<file path="src/rtl/xte_pkg.sv">
package xte_pkg;

	// escape class of one source character
	typedef enum logic [2:0] {
		XTE_PLAIN,
		XTE_AMP,
		XTE_LT,
		XTE_GT,
		XTE_QUOT,
		XTE_APOS,
		XTE_CTRL
	} xte_kind_t;

	// one classified character handed from front end to back end
	typedef struct packed {
		logic [7:0] ch;
		xte_kind_t  kind;
		logic       run_end;
		logic       text_end;
	} xte_job_t;

	// classification result plus next pass-through flag
	typedef struct packed {
		xte_kind_t kind;
		logic      raw;
	} xte_cls_t;

	localparam int XTE_QDEPTH = 4;
	localparam int XTE_QPTR_W = $clog2(XTE_QDEPTH);

	localparam logic [7:0] CTRL_LIMIT = 8'd32;

	// index of the final output character of a class
	function automatic logic [2:0] xte_last_idx(input xte_kind_t kind);
		logic [2:0] r;
		unique case (kind)
			XTE_PLAIN: r = 3'd0;
			XTE_AMP:   r = 3'd4;
			XTE_LT:    r = 3'd3;
			XTE_GT:    r = 3'd3;
			XTE_QUOT:  r = 3'd5;
			XTE_APOS:  r = 3'd5;
			XTE_CTRL:  r = 3'd5;
			default:   r = 3'd0;
		endcase
		return r;
	endfunction

	// uppercase hex digit
	function automatic logic [7:0] xte_hex(input logic [3:0] v);
		logic [7:0] r;
		if (v < 4'd10) begin
			r = 8'h30 + {4'd0, v};
		end else begin
			r = 8'h37 + {4'd0, v};
		end
		return r;
	endfunction

	// output character number idx of the escaped form
	function automatic logic [7:0] xte_char(input xte_kind_t kind, input logic [2:0] idx,
			input logic [7:0] ch);
		logic [7:0] r;
		r = ch;
		unique case (kind)
			XTE_PLAIN: r = ch;
			XTE_AMP: begin
				unique case (idx)
					3'd0: r = "&";
					3'd1: r = "a";
					3'd2: r = "m";
					3'd3: r = "p";
					default: r = ";";
				endcase
			end
			XTE_LT: begin
				unique case (idx)
					3'd0: r = "&";
					3'd1: r = "l";
					3'd2: r = "t";
					default: r = ";";
				endcase
			end
			XTE_GT: begin
				unique case (idx)
					3'd0: r = "&";
					3'd1: r = "g";
					3'd2: r = "t";
					default: r = ";";
				endcase
			end
			XTE_QUOT: begin
				unique case (idx)
					3'd0: r = "&";
					3'd1: r = "q";
					3'd2: r = "u";
					3'd3: r = "o";
					3'd4: r = "t";
					default: r = ";";
				endcase
			end
			XTE_APOS: begin
				unique case (idx)
					3'd0: r = "&";
					3'd1: r = "a";
					3'd2: r = "p";
					3'd3: r = "o";
					3'd4: r = "s";
					default: r = ";";
				endcase
			end
			XTE_CTRL: begin
				unique case (idx)
					3'd0: r = "&";
					3'd1: r = "#";
					3'd2: r = "x";
					3'd3: r = xte_hex(ch[7:4]);
					3'd4: r = xte_hex(ch[3:0]);
					default: r = ";";
				endcase
			end
			default: r = ch;
		endcase
		return r;
	endfunction

endpackage

</file>
<file path="src/rtl/xte_if.sv">
// input word channel
interface xte_in_if;
	logic       valid;
	logic       ready;
	logic [7:0] in_byte;
	logic       in_last;

	modport source (output valid, output in_byte, output in_last, input ready);
	modport sink (input valid, input in_byte, input in_last, output ready);
endinterface

// output word channel
interface xte_out_if;
	logic       valid;
	logic       ready;
	logic [7:0] out_byte;
	logic       run_end;
	logic       text_end;

	modport source (output valid, output out_byte, output run_end, output text_end,
		input ready);
	modport sink (input valid, input out_byte, input run_end, input text_end,
		output ready);
endinterface

</file>
<file path="src/rtl/xte_front.sv">
module xte_front
	import xte_pkg::*;
(
	input  logic     clk,
	input  logic     arst_n,
	xte_in_if.sink   text_in,
	input  logic     full,
	output logic     push,
	output xte_job_t job
);

	logic [7:0] win_q [3];
	logic [7:0] win_d [3];
	logic [1:0] cnt_q, cnt_d;
	logic       raw_q, raw_d;
	logic       flush_q, flush_d;
	logic       acc;
	xte_cls_t   cls;

	// decide pass-through or escape class for one character
	function automatic xte_cls_t classify(input logic raw, input logic [7:0] c,
			input logic last, input logic ok, input logic [7:0] n1, input logic [7:0] n2);
		xte_cls_t r;
		logic     esc;
		r.raw  = raw;
		r.kind = XTE_PLAIN;
		esc    = 1'b1;
		if (raw) begin
			if (c != ";" && !last) begin
				esc = 1'b0;
			end else begin
				r.raw = 1'b0;
			end
		end else if (c == "&" && ok && n1 == "#" && n2 == "x") begin
			r.raw = 1'b1;
			esc   = 1'b0;
		end
		if (esc) begin
			priority if (c == "&") begin
				r.kind = XTE_AMP;
			end else if (c == "<") begin
				r.kind = XTE_LT;
			end else if (c == ">") begin
				r.kind = XTE_GT;
			end else if (c == 8'h22) begin
				r.kind = XTE_QUOT;
			end else if (c == 8'h27) begin
				r.kind = XTE_APOS;
			end else if (c < CTRL_LIMIT) begin
				r.kind = XTE_CTRL;
			end else begin
				r.kind = XTE_PLAIN;
			end
		end
		return r;
	endfunction

	// no new word while draining the window at string end or while the job queue is full
	assign text_in.ready = !flush_q && !full;
	assign acc           = text_in.valid && text_in.ready;

	// window update and job generation
	always_comb begin
		cnt_d   = cnt_q;
		raw_d   = raw_q;
		flush_d = flush_q;
		win_d   = win_q;
		push    = 1'b0;
		job     = '0;
		cls     = '0;
		if (flush_q) begin
			if (!full) begin
				cls          = classify(raw_q, win_q[0], cnt_q == 2'd1, cnt_q == 2'd3,
					win_q[1], win_q[2]);
				push         = 1'b1;
				job.ch       = win_q[0];
				job.kind     = cls.kind;
				job.run_end  = (cnt_q == 2'd1);
				job.text_end = (cnt_q == 2'd1);
				raw_d        = cls.raw;
				win_d[0]     = win_q[1];
				win_d[1]     = win_q[2];
				cnt_d        = cnt_q - 2'd1;
				if (cnt_q == 2'd1) begin
					flush_d = 1'b0;
					raw_d   = 1'b0;
				end
			end
		end else if (acc) begin
			if (text_in.in_last) begin
				win_d[cnt_q] = text_in.in_byte;
				cnt_d        = cnt_q + 2'd1;
				flush_d      = 1'b1;
			end else if (cnt_q != 2'd2) begin
				win_d[cnt_q] = text_in.in_byte;
				cnt_d        = cnt_q + 2'd1;
			end else begin
				cls         = classify(raw_q, win_q[0], 1'b0, 1'b1, win_q[1],
					text_in.in_byte);
				push        = 1'b1;
				job.ch      = win_q[0];
				job.kind    = cls.kind;
				job.run_end = 1'b1;
				raw_d       = cls.raw;
				win_d[0]    = win_q[1];
				win_d[1]    = text_in.in_byte;
			end
		end
	end

	// control state
	always_ff @(posedge clk or negedge arst_n) begin
		if (!arst_n) begin
			cnt_q   <= '0;
			raw_q   <= 1'b0;
			flush_q <= 1'b0;
		end else begin
			cnt_q   <= cnt_d;
			raw_q   <= raw_d;
			flush_q <= flush_d;
		end
	end

	// lookahead window
	always_ff @(posedge clk) begin
		win_q <= win_d;
	end

endmodule

</file>
<file path="src/rtl/xte_fifo.sv">
module xte_fifo
	import xte_pkg::*;
(
	input  logic     clk,
	input  logic     arst_n,
	input  logic     push,
	input  xte_job_t wr_job,
	input  logic     pop,
	output logic     full,
	output logic     empty,
	output xte_job_t head
);

	xte_job_t              mem_q [XTE_QDEPTH];
	logic [XTE_QPTR_W-1:0] wr_ptr_q;
	logic [XTE_QPTR_W-1:0] rd_ptr_q;
	logic [XTE_QPTR_W:0]   count_q;

	assign full  = (count_q == (XTE_QPTR_W+1)'(XTE_QDEPTH));
	assign empty = (count_q == '0);
	assign head  = mem_q[rd_ptr_q];

	// pointers and fill level
	always_ff @(posedge clk or negedge arst_n) begin
		if (!arst_n) begin
			wr_ptr_q <= '0;
			rd_ptr_q <= '0;
			count_q  <= '0;
		end else begin
			if (push) begin
				wr_ptr_q <= wr_ptr_q + 1'b1;
			end
			if (pop) begin
				rd_ptr_q <= rd_ptr_q + 1'b1;
			end
			if (push && !pop) begin
				count_q <= count_q + 1'b1;
			end else if (pop && !push) begin
				count_q <= count_q - 1'b1;
			end
		end
	end

	// entry storage
	always_ff @(posedge clk) begin
		if (push) begin
			mem_q[wr_ptr_q] <= wr_job;
		end
	end

endmodule

</file>
<file path="src/rtl/xte_back.sv">
module xte_back
	import xte_pkg::*;
(
	input  logic     clk,
	input  logic     arst_n,
	input  logic     empty,
	input  xte_job_t head,
	output logic     pop,
	xte_out_if.source text_out
);

	logic [2:0] idx_q;
	logic       valid_q;
	logic [7:0] byte_q;
	logic       run_end_q;
	logic       text_end_q;
	logic       step;
	logic       lastc;

	// one output word per cycle from the queue head while it is not empty and the sink is ready
	assign step  = !empty && (!valid_q || text_out.ready);
	assign lastc = (idx_q == xte_last_idx(head.kind));
	assign pop   = step && lastc;

	assign text_out.valid    = valid_q;
	assign text_out.out_byte = byte_q;
	assign text_out.run_end  = run_end_q;
	assign text_out.text_end = text_end_q;

	// character counter and output valid
	always_ff @(posedge clk or negedge arst_n) begin
		if (!arst_n) begin
			idx_q   <= '0;
			valid_q <= 1'b0;
		end else if (step) begin
			valid_q <= 1'b1;
			idx_q   <= lastc ? 3'd0 : idx_q + 3'd1;
		end else if (text_out.ready) begin
			valid_q <= 1'b0;
		end
	end

	// output word register
	always_ff @(posedge clk) begin
		if (step) begin
			byte_q     <= xte_char(head.kind, idx_q, head.ch);
			run_end_q  <= head.run_end && lastc;
			text_end_q <= head.text_end && lastc;
		end
	end

endmodule

</file>
<file path="src/rtl/xml_text_escape_encoder.sv">
// Streaming XML text escaper. Input words carry one string byte each, with in_last on the
// final byte; output words carry one byte of escaped text, with run_end on the last word
// caused by an input word and text_end on the final word of the string. Output lags input
// by two bytes of lookahead, so the first two bytes of a string produce nothing until a
// third arrives or the string ends. The back end emits exactly one output word per cycle
// while the job queue is not empty and the sink is ready; an input byte yields as many
// output words as its escaped form has bytes: 1 for a plain or pass-through byte, 4 for
// &lt; and &gt;, 5 for &amp;, 6 for &quot;, &apos; and &#xHH;. The front end takes a new
// byte every cycle while the four-entry job queue has room; on the last byte of a string
// it drains its held bytes (up to three) into the queue before it takes the next string.
module xml_text_escape_encoder
	import xte_pkg::*;
(
	input  logic      clk,
	input  logic      arst_n,
	xte_in_if.sink    text_in,
	xte_out_if.source text_out
);

	logic     full;
	logic     empty;
	logic     push;
	logic     pop;
	xte_job_t job;
	xte_job_t head;

	// window, classification and pass-through tracking
	xte_front u_front (
		.clk     (clk),
		.arst_n  (arst_n),
		.text_in (text_in),
		.full    (full),
		.push    (push),
		.job     (job)
	);

	// job queue between the two halves
	xte_fifo u_fifo (
		.clk    (clk),
		.arst_n (arst_n),
		.push   (push),
		.wr_job (job),
		.pop    (pop),
		.full   (full),
		.empty  (empty),
		.head   (head)
	);

	// expansion into output words
	xte_back u_back (
		.clk      (clk),
		.arst_n   (arst_n),
		.empty    (empty),
		.head     (head),
		.pop      (pop),
		.text_out (text_out)
	);

	// queue never overflows
	assert property (@(posedge clk) disable iff (!arst_n) !(push && full))
		else $error("job pushed into full queue");

	// queue never underflows
	assert property (@(posedge clk) disable iff (!arst_n) !(pop && empty))
		else $error("job popped from empty queue");

	// end of string always closes an input word's run
	assert property (@(posedge clk) disable iff (!arst_n)
		text_out.valid && text_out.text_end |-> text_out.run_end)
		else $error("text_end without run_end");

	// a popped job that ends a run shows run_end on the next output word
	assert property (@(posedge clk) disable iff (!arst_n)
		pop && head.run_end |=> text_out.valid && text_out.run_end)
		else $error("run end lost on final word of a job");

endmodule

</file>
<file path="src/flat_wrapper.sv">
// flat-port wrapper written by rule: the top's interface ports become plain ports
module xml_text_escape_encoder_flat import xte_pkg::*;
  (clk, arst_n, text_in_valid, text_in_in_byte, text_in_in_last, text_in_ready, text_out_valid, text_out_out_byte, text_out_run_end, text_out_text_end, text_out_ready);
  xte_in_if text_in_i ();
  xte_out_if text_out_i ();
  input  logic clk;
  input  logic arst_n;
  input wire logic [$bits(text_in_i.valid)-1:0] text_in_valid;
  input wire logic [$bits(text_in_i.in_byte)-1:0] text_in_in_byte;
  input wire logic [$bits(text_in_i.in_last)-1:0] text_in_in_last;
  output wire logic [$bits(text_in_i.ready)-1:0] text_in_ready;
  output wire logic [$bits(text_out_i.valid)-1:0] text_out_valid;
  output wire logic [$bits(text_out_i.out_byte)-1:0] text_out_out_byte;
  output wire logic [$bits(text_out_i.run_end)-1:0] text_out_run_end;
  output wire logic [$bits(text_out_i.text_end)-1:0] text_out_text_end;
  input wire logic [$bits(text_out_i.ready)-1:0] text_out_ready;
  assign text_in_i.valid = text_in_valid;
  assign text_in_i.in_byte = text_in_in_byte;
  assign text_in_i.in_last = text_in_in_last;
  assign text_in_ready = text_in_i.ready;
  assign text_out_valid = text_out_i.valid;
  assign text_out_out_byte = text_out_i.out_byte;
  assign text_out_run_end = text_out_i.run_end;
  assign text_out_text_end = text_out_i.text_end;
  assign text_out_i.ready = text_out_ready;
  xml_text_escape_encoder u_core (.clk(clk), .arst_n(arst_n), .text_in(text_in_i), .text_out(text_out_i));
endmodule
</file>
<file path="config.mk">
export PLATFORM = sky130hd
export DESIGN_NAME = xml_text_escape_encoder_flat
export DESIGN_NICKNAME = d
export VERILOG_FILES = /design/src/rtl/xte_pkg.sv /design/src/rtl/xte_if.sv /design/src/rtl/xte_front.sv /design/src/rtl/xte_fifo.sv /design/src/rtl/xte_back.sv /design/src/rtl/xml_text_escape_encoder.sv /design/src/flat_wrapper.sv
export SDC_FILE = /design/constraint.sdc
export NUM_CORES = 1
export LEC_CHECK = 0
export ABC_AREA = 1
export BUFFER_PORTS_ARGS = -buffer_cell sky130_fd_sc_hd__buf_2
export CORE_ASPECT_RATIO = 0.9
export CORE_UTILIZATION = 35
export DETAILED_ROUTE_END_ITERATION = 10
export PLACE_DENSITY = 0.54
export SYNTH_ARGS = -nofsm -noshare
export SYNTH_HDL_FRONTEND = slang
export SYNTH_SLANG_ARGS = --single-unit
export TNS_END_PERCENT = 30
</file>
<file path="constraint.sdc">
create_clock -name clk -period 5.45 [get_ports clk]
set_input_delay 1.3625 -clock clk [delete_from_list [all_inputs] [get_ports clk]]
set_output_delay 1.3625 -clock clk [all_outputs]
set_load 0.01 [all_outputs]
</file>
==> results.md <==
* Multi-input logic area at 0.00227 mm²
* Compound-Gate Fraction of Synth Area at 9.04%
* Syn avg cell area at 8.83 µm²
* Most frequent cells in the layout: 162 x nand2_1, 86 x edfxtp_1, 79 x inv_1
* Gr usage total at 17.3%
* Power per cell area at 690 mW/mm²
* Most common cell after layout, fill and taps aside: nand2_1
* F_max at 259 MHz
* Core box area at 0.0156 mm²
* LEAKAGE at 2.66 nW
* Clock power share at 14.6%
* Setup ws final at 1.59 ns
* Ports at 25
* Post-Synth XOR/XNOR Area at 1.35%
* Worst-path clk slew at 0.07 ns
* Status: finished clean
* Fillcell total at 1536
* Crit path time final at 3.86 ns
* Max Cap Violations at 0
* Fin area at 0.00625 mm²
* Ranking of synthesized cells by area: edfxtp_1 46%, nand2_1 11%, dfrtp_1 6.6%
* Sink Count at 101
* Ys Warns at 0
* Ys flop type: edfxtp_1
* Worst slew pin tran at 1.15 ns
* CP endpoint kind: flop
* First-pass GRT wire length at 22000 µm
* Synth Net Count at 670
* Required time of the worst setup path at 5.68 ns
* First drt pass iteration count at 5
* CTS Buf Count at 9
* Psw at 2.02 mW
* CTS tree: yes
* Hold Path Class: reg2reg
* Seq pwr share at 32.4%
* Chip Height at 123 µm
* Share of the synthesized area in the top cell type at 45.7%
* Vias in the first global route at 4382
* Gr ovfl total at 0
* Gate count after technology mapping at 640
* Initial antenna violation count at 0
* Storage cell area at 0.00296 mm²
* Via count at 4412
* Placed insts at 857
* # diodes at 0
* Final hold vios at 0
* Crit path launch type: input pin
* Die area at 0.0167 mm²
* Final wirelength at 13200 µm
* Fin crit share at 70.8%
* Row count at 43
* Arrival @ worst endpoint at 4.09 ns
* Ys async rst share at 14.9%
* CP max FO at 16
* Clock latency at the later pin of the worst-skew pair at 0.35 ns
* Drt drc at 0
* CTS max path bufs at 2
* Root Buffer: clkbuf_16
* Via density at 5.05
* Largest net degree at the start of global routing at 32
* Slowest cell on the critical path: nor2_1
* Dpl ws at 1.25 ns
* Die span in x at 136 µm
* Crit-path leading delay family: simple AND/OR/NAND/NOR gates
* IO buf count at 24
* Critical-path cell list: buf_2 -> nand2_1 -> nor2_1 -> nor2_1 -> inv_1 -> ha_1 -> inv_1 -> fa_1 -> mux2_2
* Wire per inst at 15.1 µm
* Post-synth cell types at 39
* Cell area after synthesis at 0.00565 mm²
* Setup Fix Bufs, Post-CTS at 0
* Register area share after synthesis at 52.4%
* Largest family of logic cells by synthesized area: simple AND/OR/NAND/NOR gates
* Sw Share at 46.9%
* Slew HR at 23.0%
* WP buf/inv at 3
* Placer Congestion at 0.887
* Worst setup path class: in2reg
* Setup TNS Final at 0 ns
* DPL Wire Length at 9850 µm
* Post-Synth Adder-Cell Area at 3.90%
* Placed standard-cell area at 0.00596 mm²
* Post-synth EDFFs at 86
* Post-synthesis mux area share at 0.199%
* Combinational Power Share at 53.0%
* Final std cells w/o fill at 873
* Starting Density at 36.2%
* Setup-failing EPs final at 0
* Final Max Slew Viols at 0
* H-tree depth at 3
* Int Power at 2.29 mW
* Peak VDD IR at 0.000270 V
* Layout cell share with drive strength beyond 1 at 10.9%
* Routed Antenna Nets at 0
* Post-cts resize count at 0
* Area grow syn2layout at 10.6%
* DR iter-0 viols at 299
* CTS Hold Bufs at 0
* NumNets Final at 696
* CP peak stage delay at 0.78 ns
* Synth Area in Simple Gates at 25.8%
* Synth area leader: edfxtp_1
* Clk_skew at 0.0105 ns
* Unrepaired setup endpoints after global routing: false
* #FFs+latches synth at 101
## metal layers
metal | routed length (µm) | vias up | track usage, % | share of wire [%]
li1 | - | 2204 | - | -
met2 | 5970 | 108 | 27.1 | 45
met3 | 556 | 16 | 3.14 | 4.2
met4 | 176 | 0 | 6.25 | 1.3
met5 | 0 | - | 0 | 0
met1 | 6500 | 2084 | 24.0 | 49
## stage by stage
stage | hold slack, ns | power [mW] | util [%]
2_1_floorplan | 0.493 | 3.10 | -
3_3_place_gp | 0.518 | 3.65 | 38.2
3_5_place_dp | 0.531 | 3.68 | 38.2
4_1_cts | 0.546 | 4.33 | 40.1
5_1_grt | 0.581 | 4.71 | 40.1
6_report | 0.540 | 4.31 | 40.1
## cell families after synthesis
family | Yosys count
AOI/OAI and AO/OA | 89
and+or+nand+nor | 328
muxes | 1
adders and majority gates | 17
buffers and inverters | 97
xor gates and xnor gates | 7
DFF | 101
## flip-flops by register name, indices dropped and copies added, names as in the netlist, named ones only
signal,count
u_core.u_front.flush_q,1
u_core.u_back.idx_q,3
u_core.u_back.text_out.valid,1
u_core.u_front.win_q,16
u_core.u_fifo.count_q,3
u_core.u_fifo.mem_q,52
u_core.u_back.text_out.out_byte,8
u_core.u_front.cnt_q,2
u_core.u_back.text_out.run_end,1
u_core.u_fifo.rd_ptr_q,2
u_core.u_back.text_out.text_end,1
u_core.u_front.raw_q,1
u_core.u_fifo.wr_ptr_q,2
## synth_stat cells, types with 5 or more instances
library cell    n
a21oi_1        19
buf_2           7
buf_6           5
dfrtp_1        15
edfxtp_1       86
ha_1           16
inv_1          79
nand2_1       162
nand2_2        10
nand3_1        48
nand3_2         5
nand4_1        13
nor2_1         70
nor3_1          6
o21ai_0        45
o32ai_1         8
## power groups by stage
stage / Combinational [mW] / Sequential, mW / Clock (mW)
global placement: 2.24 / 1.40 / 0
finish: 2.28 / 1.40 / 0.630
floorplan: 1.72 / 1.38 / 0
detailed placement: 2.27 / 1.41 / 0
CTS: 2.28 / 1.40 / 0.645
global route: 2.60 / 1.43 / 0.675
## worst reg2reg max path, cell delays in order, from the launching register on
cell	delay [ns]
dfrtp_1	0.43
nor2_1	0.16
nand2_1	0.08
inv_1	0.09
nor2_1	0.06
nand2_1	0.43
nor2_1	0.14
nor2_1	0.78
inv_1	0.24
ha_1	0.27
inv_1	0.10
fa_1	0.42
mux2_2	0.28
## final timing paths
| kind | from | to | slack (ns) | cells after the start |
|---|---|---|---|---|
| setup / recovery | text_in_valid | u_core.u_fifo.count_q[1] | 1.59 | 9 |
| hold / removal | u_core.u_front.cnt_q[0] | u_core.u_front.cnt_q[0] | 0.54 | 1 |
| setup reg to reg | u_core.u_fifo.count_q[0] | u_core.u_fifo.count_q[1] | 1.86 | 12 |
| hold reg to reg | u_core.u_front.cnt_q[0] | u_core.u_front.cnt_q[0] | 0.54 | 1 |
| max in group asynchronous | arst_n | u_core.u_front.cnt_q[1] | 4.27 | 1 |
| min in group asynchronous | arst_n | u_core.u_front.cnt_q[0] | 0.92 | 1 |
## layout make-up
type,instances,area share (%)
Clock inverter,4,0.561
Multi-Input combinational cell,442,36.4
Timing Repair Buffer,29,2.52
Sequential cell,101,47.3
Tap cell,202,4.04
Clock buffer,12,4.12
Inverter,83,5.03
Power figures use the tool's default switching activity.
